**src/rtl/gfp_pkg.sv**
```systemverilog
// ----------------------------------------------------------------------------
// gfp_pkg
// Request, response, command and status types for the first-fit grid placer.
// ----------------------------------------------------------------------------
package gfp_pkg;

    localparam logic MODE_PLACE = 1'b0;
    localparam logic MODE_CLEAR = 1'b1;

    typedef struct packed {
        logic       mode;
        logic [3:0] rect_width;
        logic [3:0] rect_height;
    } t_req;

    typedef struct packed {
        logic       placed;
        logic [6:0] slot_index;
    } t_rsp;

    typedef struct packed {
        logic load;
        logic acc;
        logic check;
        logic mark;
        logic out_load;
    } t_cmd;

    typedef struct packed {
        logic skip;
        logic k_last;
        logic row_last;
        logic fit;
    } t_sts;

endpackage

```
**src/rtl/gfp_datapath.sv**
```systemverilog
// ----------------------------------------------------------------------------
// gfp_datapath
// Occupancy grid, row accumulator, column fit search and response register.
// ----------------------------------------------------------------------------
module gfp_datapath #(
    parameter int GRID_ROWS = 15,
    parameter int GRID_COLS = 8
) (
    input  logic          i_clk,
    input  logic          i_rst_n,
    input  gfp_pkg::t_req i_req,
    input  gfp_pkg::t_cmd i_cmd,
    output gfp_pkg::t_sts o_sts,
    output gfp_pkg::t_rsp o_rsp
);
    import gfp_pkg::*;

    localparam int RW = (GRID_ROWS > 1) ? $clog2(GRID_ROWS) : 1;
    localparam int CW = (GRID_COLS > 1) ? $clog2(GRID_COLS) : 1;
    localparam int LW = ((RW > 4) ? RW : 4) + 1;
    localparam int PW = RW + 6;

    logic [GRID_COLS-1:0] r_grid [GRID_ROWS];
    logic [GRID_COLS-1:0] r_acc;
    logic [RW-1:0]        r_row;
    logic [3:0]           r_k;
    logic [3:0]           r_w;
    logic [3:0]           r_h;
    logic [CW-1:0]        r_col;
    logic                 r_found;
    t_rsp                 r_rsp;

    logic [LW-1:0]        row_sum;
    logic [RW-1:0]        idx;
    logic [GRID_COLS-1:0] span;
    logic [GRID_COLS-1:0] mark_mask;
    logic [GRID_COLS-1:0] fit_vec;
    logic [CW-1:0]        first_col;
    logic [PW-1:0]        slot_full;
    logic                 size_bad;
    logic [GRID_ROWS-1:0] row_busy;

    assign row_sum   = LW'(r_row) + LW'(r_k);
    assign idx       = row_sum[RW-1:0];
    assign span      = {GRID_COLS{1'b1}} >> (GRID_COLS - int'(r_w));
    assign mark_mask = span << r_col;
    assign slot_full = PW'(r_row) * PW'(GRID_COLS) + PW'(r_col);

    always_comb begin
        fit_vec   = '0;
        first_col = '0;
        for (int c = 0; c < GRID_COLS; c++) begin
            fit_vec[c] = (c + int'(r_w) <= GRID_COLS) && ((r_acc & (span << c)) == '0);
        end
        for (int c = GRID_COLS - 1; c >= 0; c--) begin
            if (fit_vec[c]) begin
                first_col = CW'(c);
            end
        end
    end

    always_comb begin
        for (int r = 0; r < GRID_ROWS; r++) begin
            row_busy[r] = |r_grid[r];
        end
    end

    assign size_bad = (i_req.rect_width == 4'd0) || (i_req.rect_height == 4'd0)
                   || (int'(i_req.rect_width) > GRID_COLS)
                   || (int'(i_req.rect_height) > GRID_ROWS);

    assign o_sts.skip     = (i_req.mode == MODE_CLEAR) || size_bad;
    assign o_sts.k_last   = (r_k + 4'd1) == r_h;
    assign o_sts.row_last = (LW'(r_row) + LW'(r_h)) == LW'(GRID_ROWS);
    assign o_sts.fit      = |fit_vec;
    assign o_rsp          = r_rsp;

    always_ff @(posedge i_clk) begin
        if (!i_rst_n) begin
            for (int r = 0; r < GRID_ROWS; r++) begin
                r_grid[r] <= '0;
            end
        end else if (i_cmd.load && i_req.mode == MODE_CLEAR) begin
            for (int r = 0; r < GRID_ROWS; r++) begin
                r_grid[r] <= '0;
            end
        end else if (i_cmd.mark) begin
            r_grid[idx] <= r_grid[idx] | mark_mask;
        end
    end

    always_ff @(posedge i_clk) begin
        if (!i_rst_n) begin
            r_found <= 1'b0;
        end else if (i_cmd.load) begin
            r_found <= 1'b0;
        end else if (i_cmd.check && o_sts.fit) begin
            r_found <= 1'b1;
        end
    end

    always_ff @(posedge i_clk) begin
        if (i_cmd.load) begin
            r_w   <= i_req.rect_width;
            r_h   <= i_req.rect_height;
            r_row <= '0;
            r_k   <= '0;
            r_acc <= '0;
            r_col <= '0;
        end else if (i_cmd.acc) begin
            r_acc <= r_acc | r_grid[idx];
            r_k   <= r_k + 4'd1;
        end else if (i_cmd.check) begin
            r_k <= '0;
            if (o_sts.fit) begin
                r_col <= first_col;
            end else begin
                r_row <= r_row + RW'(1);
                r_acc <= '0;
            end
        end else if (i_cmd.mark) begin
            r_k <= r_k + 4'd1;
        end
    end

    always_ff @(posedge i_clk) begin
        if (i_cmd.out_load) begin
            r_rsp.placed     <= r_found;
            r_rsp.slot_index <= r_found ? slot_full[6:0] : 7'd0;
        end
    end

    a_mark_free: assert property (@(posedge i_clk) disable iff (!i_rst_n)
        i_cmd.mark |-> ((r_grid[idx] & mark_mask) == '0))
        else $error("marking an occupied cell");

    a_clear_empty: assert property (@(posedge i_clk) disable iff (!i_rst_n)
        (i_cmd.load && i_req.mode == MODE_CLEAR) |=> (row_busy == '0))
        else $error("grid not empty after clear");

    a_row_range: assert property (@(posedge i_clk) disable iff (!i_rst_n)
        (i_cmd.acc || i_cmd.mark) |-> (row_sum < LW'(GRID_ROWS)))
        else $error("grid row index out of range");

endmodule

```
**src/rtl/gfp_ctrl.sv**
```systemverilog
// ----------------------------------------------------------------------------
// gfp_ctrl
// Sequencer for load, row accumulation, fit check, marking and response.
// ----------------------------------------------------------------------------
module gfp_ctrl (
    input  logic          i_clk,
    input  logic          i_rst_n,
    input  logic          i_in_valid,
    output logic          o_in_stall,
    output logic          o_out_valid,
    input  logic          i_out_stall,
    input  gfp_pkg::t_sts i_sts,
    output gfp_pkg::t_cmd o_cmd
);
    import gfp_pkg::*;

    typedef enum logic [2:0] {
        S_IDLE,
        S_ACC,
        S_CHECK,
        S_MARK,
        S_DONE
    } t_state;

    t_state r_state;
    t_state n_state;
    logic   r_out_valid;
    logic   out_free;

    assign out_free    = !r_out_valid || !i_out_stall;
    assign o_in_stall  = (r_state != S_IDLE);
    assign o_out_valid = r_out_valid;

    always_comb begin
        o_cmd   = '0;
        n_state = r_state;
        case (r_state)
            S_IDLE: begin
                if (i_in_valid) begin
                    o_cmd.load = 1'b1;
                    n_state    = i_sts.skip ? S_DONE : S_ACC;
                end
            end
            S_ACC: begin
                o_cmd.acc = 1'b1;
                if (i_sts.k_last) begin
                    n_state = S_CHECK;
                end
            end
            S_CHECK: begin
                o_cmd.check = 1'b1;
                if (i_sts.fit) begin
                    n_state = S_MARK;
                end else if (i_sts.row_last) begin
                    n_state = S_DONE;
                end else begin
                    n_state = S_ACC;
                end
            end
            S_MARK: begin
                o_cmd.mark = 1'b1;
                if (i_sts.k_last) begin
                    n_state = S_DONE;
                end
            end
            S_DONE: begin
                if (out_free) begin
                    o_cmd.out_load = 1'b1;
                    n_state        = S_IDLE;
                end
            end
            default: begin
                n_state = S_IDLE;
            end
        endcase
    end

    always_ff @(posedge i_clk) begin
        if (!i_rst_n) begin
            r_state     <= S_IDLE;
            r_out_valid <= 1'b0;
        end else begin
            r_state <= n_state;
            if (o_cmd.out_load) begin
                r_out_valid <= 1'b1;
            end else if (!i_out_stall) begin
                r_out_valid <= 1'b0;
            end
        end
    end

endmodule

```
**src/rtl/grid_first_fit_placer_top.sv**
```systemverilog
// ----------------------------------------------------------------------------
// grid_first_fit_placer_top
// First-fit rectangle placement on a row-by-column occupancy bitmap.
// ----------------------------------------------------------------------------
// A place request scans anchors row by row and column by column and takes the
// first free spot, marks its cells and returns row*GRID_COLS+col; a clear
// request empties the grid. One request is in flight at a time. A clear or an
// impossible size skips the search. A placement reads one grid row per cycle:
// for each of up to GRID_ROWS-h+1 candidate anchor rows, h rows are ORed and
// then all columns are checked at once; after a fit the h rows are marked.
// The response sits in an output register, so a new request may enter while
// it waits.
// ----------------------------------------------------------------------------
module grid_first_fit_placer_top #(
    parameter int GRID_ROWS = 15,
    parameter int GRID_COLS = 8
) (
    input  logic          i_clk,
    input  logic          i_rst_n,
    input  logic          i_in_valid,
    output logic          o_in_stall,
    input  gfp_pkg::t_req i_in_req,
    output logic          o_out_valid,
    input  logic          i_out_stall,
    output gfp_pkg::t_rsp o_out_rsp
);
    import gfp_pkg::*;

    t_cmd cmd;
    t_sts sts;

    gfp_ctrl u_ctrl (
        .i_clk       (i_clk),
        .i_rst_n     (i_rst_n),
        .i_in_valid  (i_in_valid),
        .o_in_stall  (o_in_stall),
        .o_out_valid (o_out_valid),
        .i_out_stall (i_out_stall),
        .i_sts       (sts),
        .o_cmd       (cmd)
    );

    gfp_datapath #(
        .GRID_ROWS (GRID_ROWS),
        .GRID_COLS (GRID_COLS)
    ) u_datapath (
        .i_clk   (i_clk),
        .i_rst_n (i_rst_n),
        .i_req   (i_in_req),
        .i_cmd   (cmd),
        .o_sts   (sts),
        .o_rsp   (o_out_rsp)
    );

endmodule

```
**config.mk**
```make
export PLATFORM = sky130hd
export DESIGN_NAME = grid_first_fit_placer_top
export DESIGN_NICKNAME = d
export VERILOG_FILES = /design/src/rtl/gfp_pkg.sv /design/src/rtl/gfp_datapath.sv /design/src/rtl/gfp_ctrl.sv /design/src/rtl/grid_first_fit_placer_top.sv
export SDC_FILE = /design/constraint.sdc
export NUM_CORES = 1
export LEC_CHECK = 0
export BUFFER_PORTS_ARGS = -buffer_cell sky130_fd_sc_hd__buf_2
export CAP_MARGIN = 20
export CORE_MARGIN = 2
export CORE_UTILIZATION = 36
export DETAILED_ROUTE_END_ITERATION = 8
export PLACE_DENSITY = 0.6
export SLEW_MARGIN = 20
export SYNTH_ARGS = -nofsm -noshare
export SYNTH_HDL_FRONTEND = slang
export SYNTH_HIERARCHICAL = 1
export SYNTH_SLANG_ARGS = --single-unit
```
**constraint.sdc**
```tcl
create_clock -name i_clk -period 3.9 [get_ports i_clk]
set_clock_uncertainty 0.15 [all_clocks]
set_input_delay 0.195 -clock i_clk [delete_from_list [all_inputs] [get_ports i_clk]]
set_output_delay 0.195 -clock i_clk [all_outputs]
set_load 0.03 [all_outputs]
```
# After elaboration in Yosys (flattened, before gate mapping)
# Memories as Yosys holds them, arrays and structs flattened.
# Cells that the tools add are included.
# totals
romBits	0
output_inout_bits	10
latchBits	0
n_memories	1
ram_bits	120
ff_bits	40
# op_classes
n_shift	2
n_mux	57
reduce_logical	37
n_bitwise	28
n_addsub	13
n_lt_le_gt_ge	9
n_div	0
n_eq_ne	12
n_mul	0
# mem_list
name	words	word_bits	read_ports	rd_clocked_by_memory_dff	write_ports	line_no	rtl
u_datapath.r_grid	15	8	1	0	15	gfp_datapath.sv:23	logic [GRID_COLS-1:0] r_grid [GRID_ROWS];
# ops
cell	count
$le 32x5->1 const B	7
$mux 8	19
$and 8x8->8	8
$logic_not 8->1	8
$mux 3	15
$shr 8x32->8 const A	1
$add 3x4->5 const A	4
$mux 1	18
$mux 4	4
$or 8x8->8	2
$reduce_or 8->1	2
$or 1x1->1	15
$pmux 3 s5	1
$add 2x4->5 const A	2
$logic_and 1x1->1	10
$add 4x1->4 const B	2
$logic_not 4->1	2
$ne 2x2->1 const B	4
$shl 8x3->8	1
$add 7x3->7	1
$eq 3x2->1 const B	2
$reduce_and 3->1	2
$reduce_bool 3->1	2
$add 1x4->5 const A	1
other kinds (18)	25

# Logic depth before layout (Yosys ltp)
# depth
word_depth	13
mapped_depth	15
depth_no_buf	11

# Cells and area by module
# The synthesis kept the hierarchy.
# modules_own_cells
mod	area_per_inst_um2	n_inst	cells_per_inst	seq_area_each_um2
gfp_datapath	8420.6	1	703	4724.5
gfp_ctrl	279.0	1	33	80.1

# Least setup slack after synthesis
# OpenSTA, ideal clock, no wires.
# synth_timing
path_type	register to register
from	register u_datapath.r_row[0]
to	memory u_datapath.r_grid[15][0], enable pin
period_less_slack_ns	3.359
required_time_ns	3.355
slack_ns	0.541
path_buffers	3
t_arrival_ns	2.814
stages_incl_launch_ff	8
setup_time_ns	0.395
cell_sequence	dfxtp_1 > ha_1 > fa_1 > buf_2 > buf_1 > buf_2 > inv_1 > nor4_1
# synth_rtl
item	line_no	rtl
start: declaration	gfp_datapath.sv:25	logic [RW-1:0] r_row;
start signal: assignment	gfp_datapath.sv:118	r_row <= r_row + RW'(1);
end: declaration	gfp_datapath.sv:23	

==> results.py <==
metrics = {
    "synth": {
        "netlist_instances": 736,
        "ys_types": 78,
        "synth_top_flop_cell": "edfxtp_1",
        "yosys_warnings": 6,
        "ys_top_cells_by_count": "nor2_1 (154), edfxtp_1 (144), nand2_1 (70)",
        "yosys.area.top_type": "edfxtp_1",
        "synth_fp_nets": 772,
        "synth-edff-count": 144,
        "synthTopCellsByArea": "edfxtp_1 (50%), mux4_2 (8.3%), nor2_1 (6.6%), dfxtp_1 (5.5%), ha_1 (3.0%)",
        "synthArstFlopShare": 0,
        "yosysMostFrequentCell": "nor2_1",
        "syn_avg_cell_area_um2": 11.82,
        "synth_top_area_share": 0.4971,
        "yosysSeqAreaShare": 0.5523,
        "ys_seq_elements": 168,
        "synth_area_um2": 8700,
    },
    "worst_setup_path": {
        "worst-path-max-fanout": 14,
        "critPathRequiredTime_ns": 4.09,
        "cpPeakStageDelay_ns": 0.49,
        "reg2reg_to": "u_ctrl/r_state[2]",
        "rr_worst_depth": 11,
        "cp_slowest_cell": "edfxtp_1",
        "critPathTopFamily": "simple AND/OR/NAND/NOR gates",
        "arrival_ns": 3.78,
        "cp-end-kind": "flip-flop",
        "path_buf_inv": 1,
        "cp_cell_sequence": "inv_1 > ha_1 > xor2_4 > o21ai_1 > a221o_1 > o211ai_2 > nand3b_4 > or3_1 > nand2b_1 > a22o_2 > nor3_1",
        "crit_type": "flip-flop to flip-flop",
        "critPathLaunchType": "flip-flop",
        "r2r_slack_ns": 0.31,
        "worstReg2RegStart": "u_datapath/r_w[1]",
    },
    "placed_design": {
        "gp_congestion": 0.8491,
        "placed_cell_area_um2": 9218,
        "hpwlAfterDp_um": 13340,
        "port_buffers": 22,
        "place_inst": 1065,
    },
    "hold_path": {
        "holdPathStages": 3,
        "hold_start": "i_in_valid",
        "min_path_type": "input pin to flip-flop",
        "whs_endpoint": "u_ctrl/r_state[0]",
    },
    "clock_tree": {
        "h-tree-depth": 4,
        "max-clock-path-buffers": 2,
        "cts_resized": 0,
        "cts_tree": "yes",
        "numCtsBuffers": 17,
        "clk_pin_slew_ns": 0.06,
        "clock-root-buffer": "clkbuf_16",
        "cts.sinks": 168,
        "clk_latency_ns": 0.43,
    },
    "cells_and_area": {
        "fin_cells": 1108,
        "multi_input_area_um2": 3595,
        "final_core_util": 0.4203,
        "antenna_cells": 0,
        "nets": 813,
        "ff_latch_area_um2": 4805,
        "fill_cells": 2243,
        "final_design_area_no_fill_um2": 9925,
        "layout-drive-gt1-share": 0.1825,
        "area_growth_pct": 14.08,
    },
    "global_routing": {
        "grt-ovfl-total": 0,
        "grt_pass1_wl_um": 31520,
        "grt_pass1_vias": 5766,
        "grt_start_max_net_pins": 36,
        "grt_use_total": 0.1585,
        "antenna_found_initial": 0,
    },
    "detailed_routing": {
        "dr.first_iter.drc_count": 364,
        "drc": 0,
        "wl_um": 19530,
        "drt_pass1_iterations": 5,
        "vias": 5810,
        "wl_per_cell_um": 17.62,
        "ant_nets": 0,
        "viasPerCell": 5.244,
    },
    "power": {
        "power_density_nw_per_um2": 455.5,
        "ir_drop_mv": 0.2809,
        "p_leak_nw": 3.727,
    },
    "floorplan": {
        "core_um2": 23610,
        "dieWidth_um": 159.5,
        "die_h_um": 159.5,
        "initial_core_util": 0.3684,
        "die-area_um2": 25420,
        "rows": 56,
        "ios": 23,
    },
    "timing": {
        "hold_viol": 0,
        "setup-tns-final_ns": 0,
        "setup_viol": 0,
        "timing.final.crit_share": 0.9204,
        "max_slew_margin": 0.3152,
        "min_period_ns": 3.590,
        "slew_viol_final": 0,
        "fmax_mhz": 278.6,
        "hold_ws_ns": 0.03606,
        "rsz0062_at_grt": "false",
        "max_slew.worst_pin.slew_ns": 1.022,
    },
    "run": {
        "cap_violations": 0,
    },
    "run_status": {
        "outcome": "complete, no violations",
    },
}
-- registers in the layout, summed over array words and instances (netlist names) --
| name | flops |
|---|---|
| u_ctrl/o_out_valid | 1 |
| u_ctrl/r_state | 3 |
| u_datapath/o_rsp | 8 |
| u_datapath/r_acc | 8 |
| u_datapath/r_col | 3 |
| u_datapath/r_found | 1 |
| u_datapath/r_grid | 128 |
| u_datapath/r_h | 4 |
| u_datapath/r_k | 4 |
| u_datapath/r_row | 4 |
| u_datapath/r_w | 4 |
-- how the worst max path moves through the flow --
stage                              from                       end  slack (ns)  cells after the start
floorplan           u_datapath/r_row[0]  u_datapath/r_grid[15][0]        0.54                      7
global placement      u_datapath/r_w[1]         u_ctrl/r_state[0]        0.40                     11
detailed placement    u_datapath/r_w[1]         u_ctrl/r_state[2]        0.32                     11
CTS                   u_datapath/r_w[1]         u_ctrl/r_state[2]        0.31                     11
global route          u_datapath/r_w[1]         u_ctrl/r_state[2]        0.07                     11
finish                u_datapath/r_w[1]         u_ctrl/r_state[2]        0.31                     11
-- cell type report --
class / count / area share
clock buffers: 17 / 0.04286
clock inverters: 14 / 0.01626
repair buffers: 62 / 0.04564
inverters: 23 / 0.008699
multi-input cells: 505 / 0.3622
well taps: 319 / 0.04022
flip-flops and latches: 168 / 0.4841
-- cell families after synthesis --
logic type	count (synthesis)	share of synthesized area
and+or+nand+nor	303	0.1591
xor gates and xnor gates	21	0.02546
buffers and inverters	63	0.03567
AOI/OAI and AO/OA	120	0.1021
muxes	38	0.09061
DFF	168	0.5523
adders and majority gates	23	0.03481
-- layout by cell type, fill, tap and decap left out, drive strengths merged, types with 13 or more instances in the layout --
cell	netlist	final
nor2	156	156
edfxtp	144	144
nand2	70	70
buf	26	50
a21oi	33	33
mux4	32	32
inv	22	29
dfxtp	24	24
ha	21	21
clkbuf	14	17
and2	17	17
nor2b	13	13
-- metal layers --
layer	up-vias	routed length [um]	global-route usage
met5	-	0	0
li1	2772	-	-
met4	0	497	0.05537
met2	160	9213	0.2567
met3	30	917	0.03074
met1	2848	8896	0.2136
-- per-stage QoR --
stage	worst slack (ns)	power, mW
6_report	0.3103	4.521
5_1_grt	0.07299	4.705
4_1_cts	0.3078	4.561
3_5_place_dp	0.3186	2.875
3_3_place_gp	0.4006	2.865
2_1_floorplan	0.5415	2.671
-- worst register-to-register path: stages, from the launching register on --
cell      delay (ns)
edfxtp_1        0.49
inv_1           0.21
ha_1            0.48
xor2_4          0.36
o21ai_1         0.10
a221o_1         0.34
o211ai_2        0.12
nand3b_4        0.19
or3_1           0.44
nand2b_1        0.17
a22o_2          0.27
nor3_1          0.19
-- power by group --
part / total, mW / internal, mW / switching (mW) / leakage [nW]
combinational: 0.737 / 0.277 / 0.460 / 1.75
clock: 1.68 / 0.958 / 0.718 / 0.289
sequential: 2.11 / 2.06 / 0.0465 / 1.69
-- timing repair --
action                                 CTS  global route
endpoints found under the hold margin   13             0
buffers inserted                         0             0
hold buffers                            12             0
setup endpoints to repair                0             0
No activity file was read; power rests on OpenSTA's default activity.
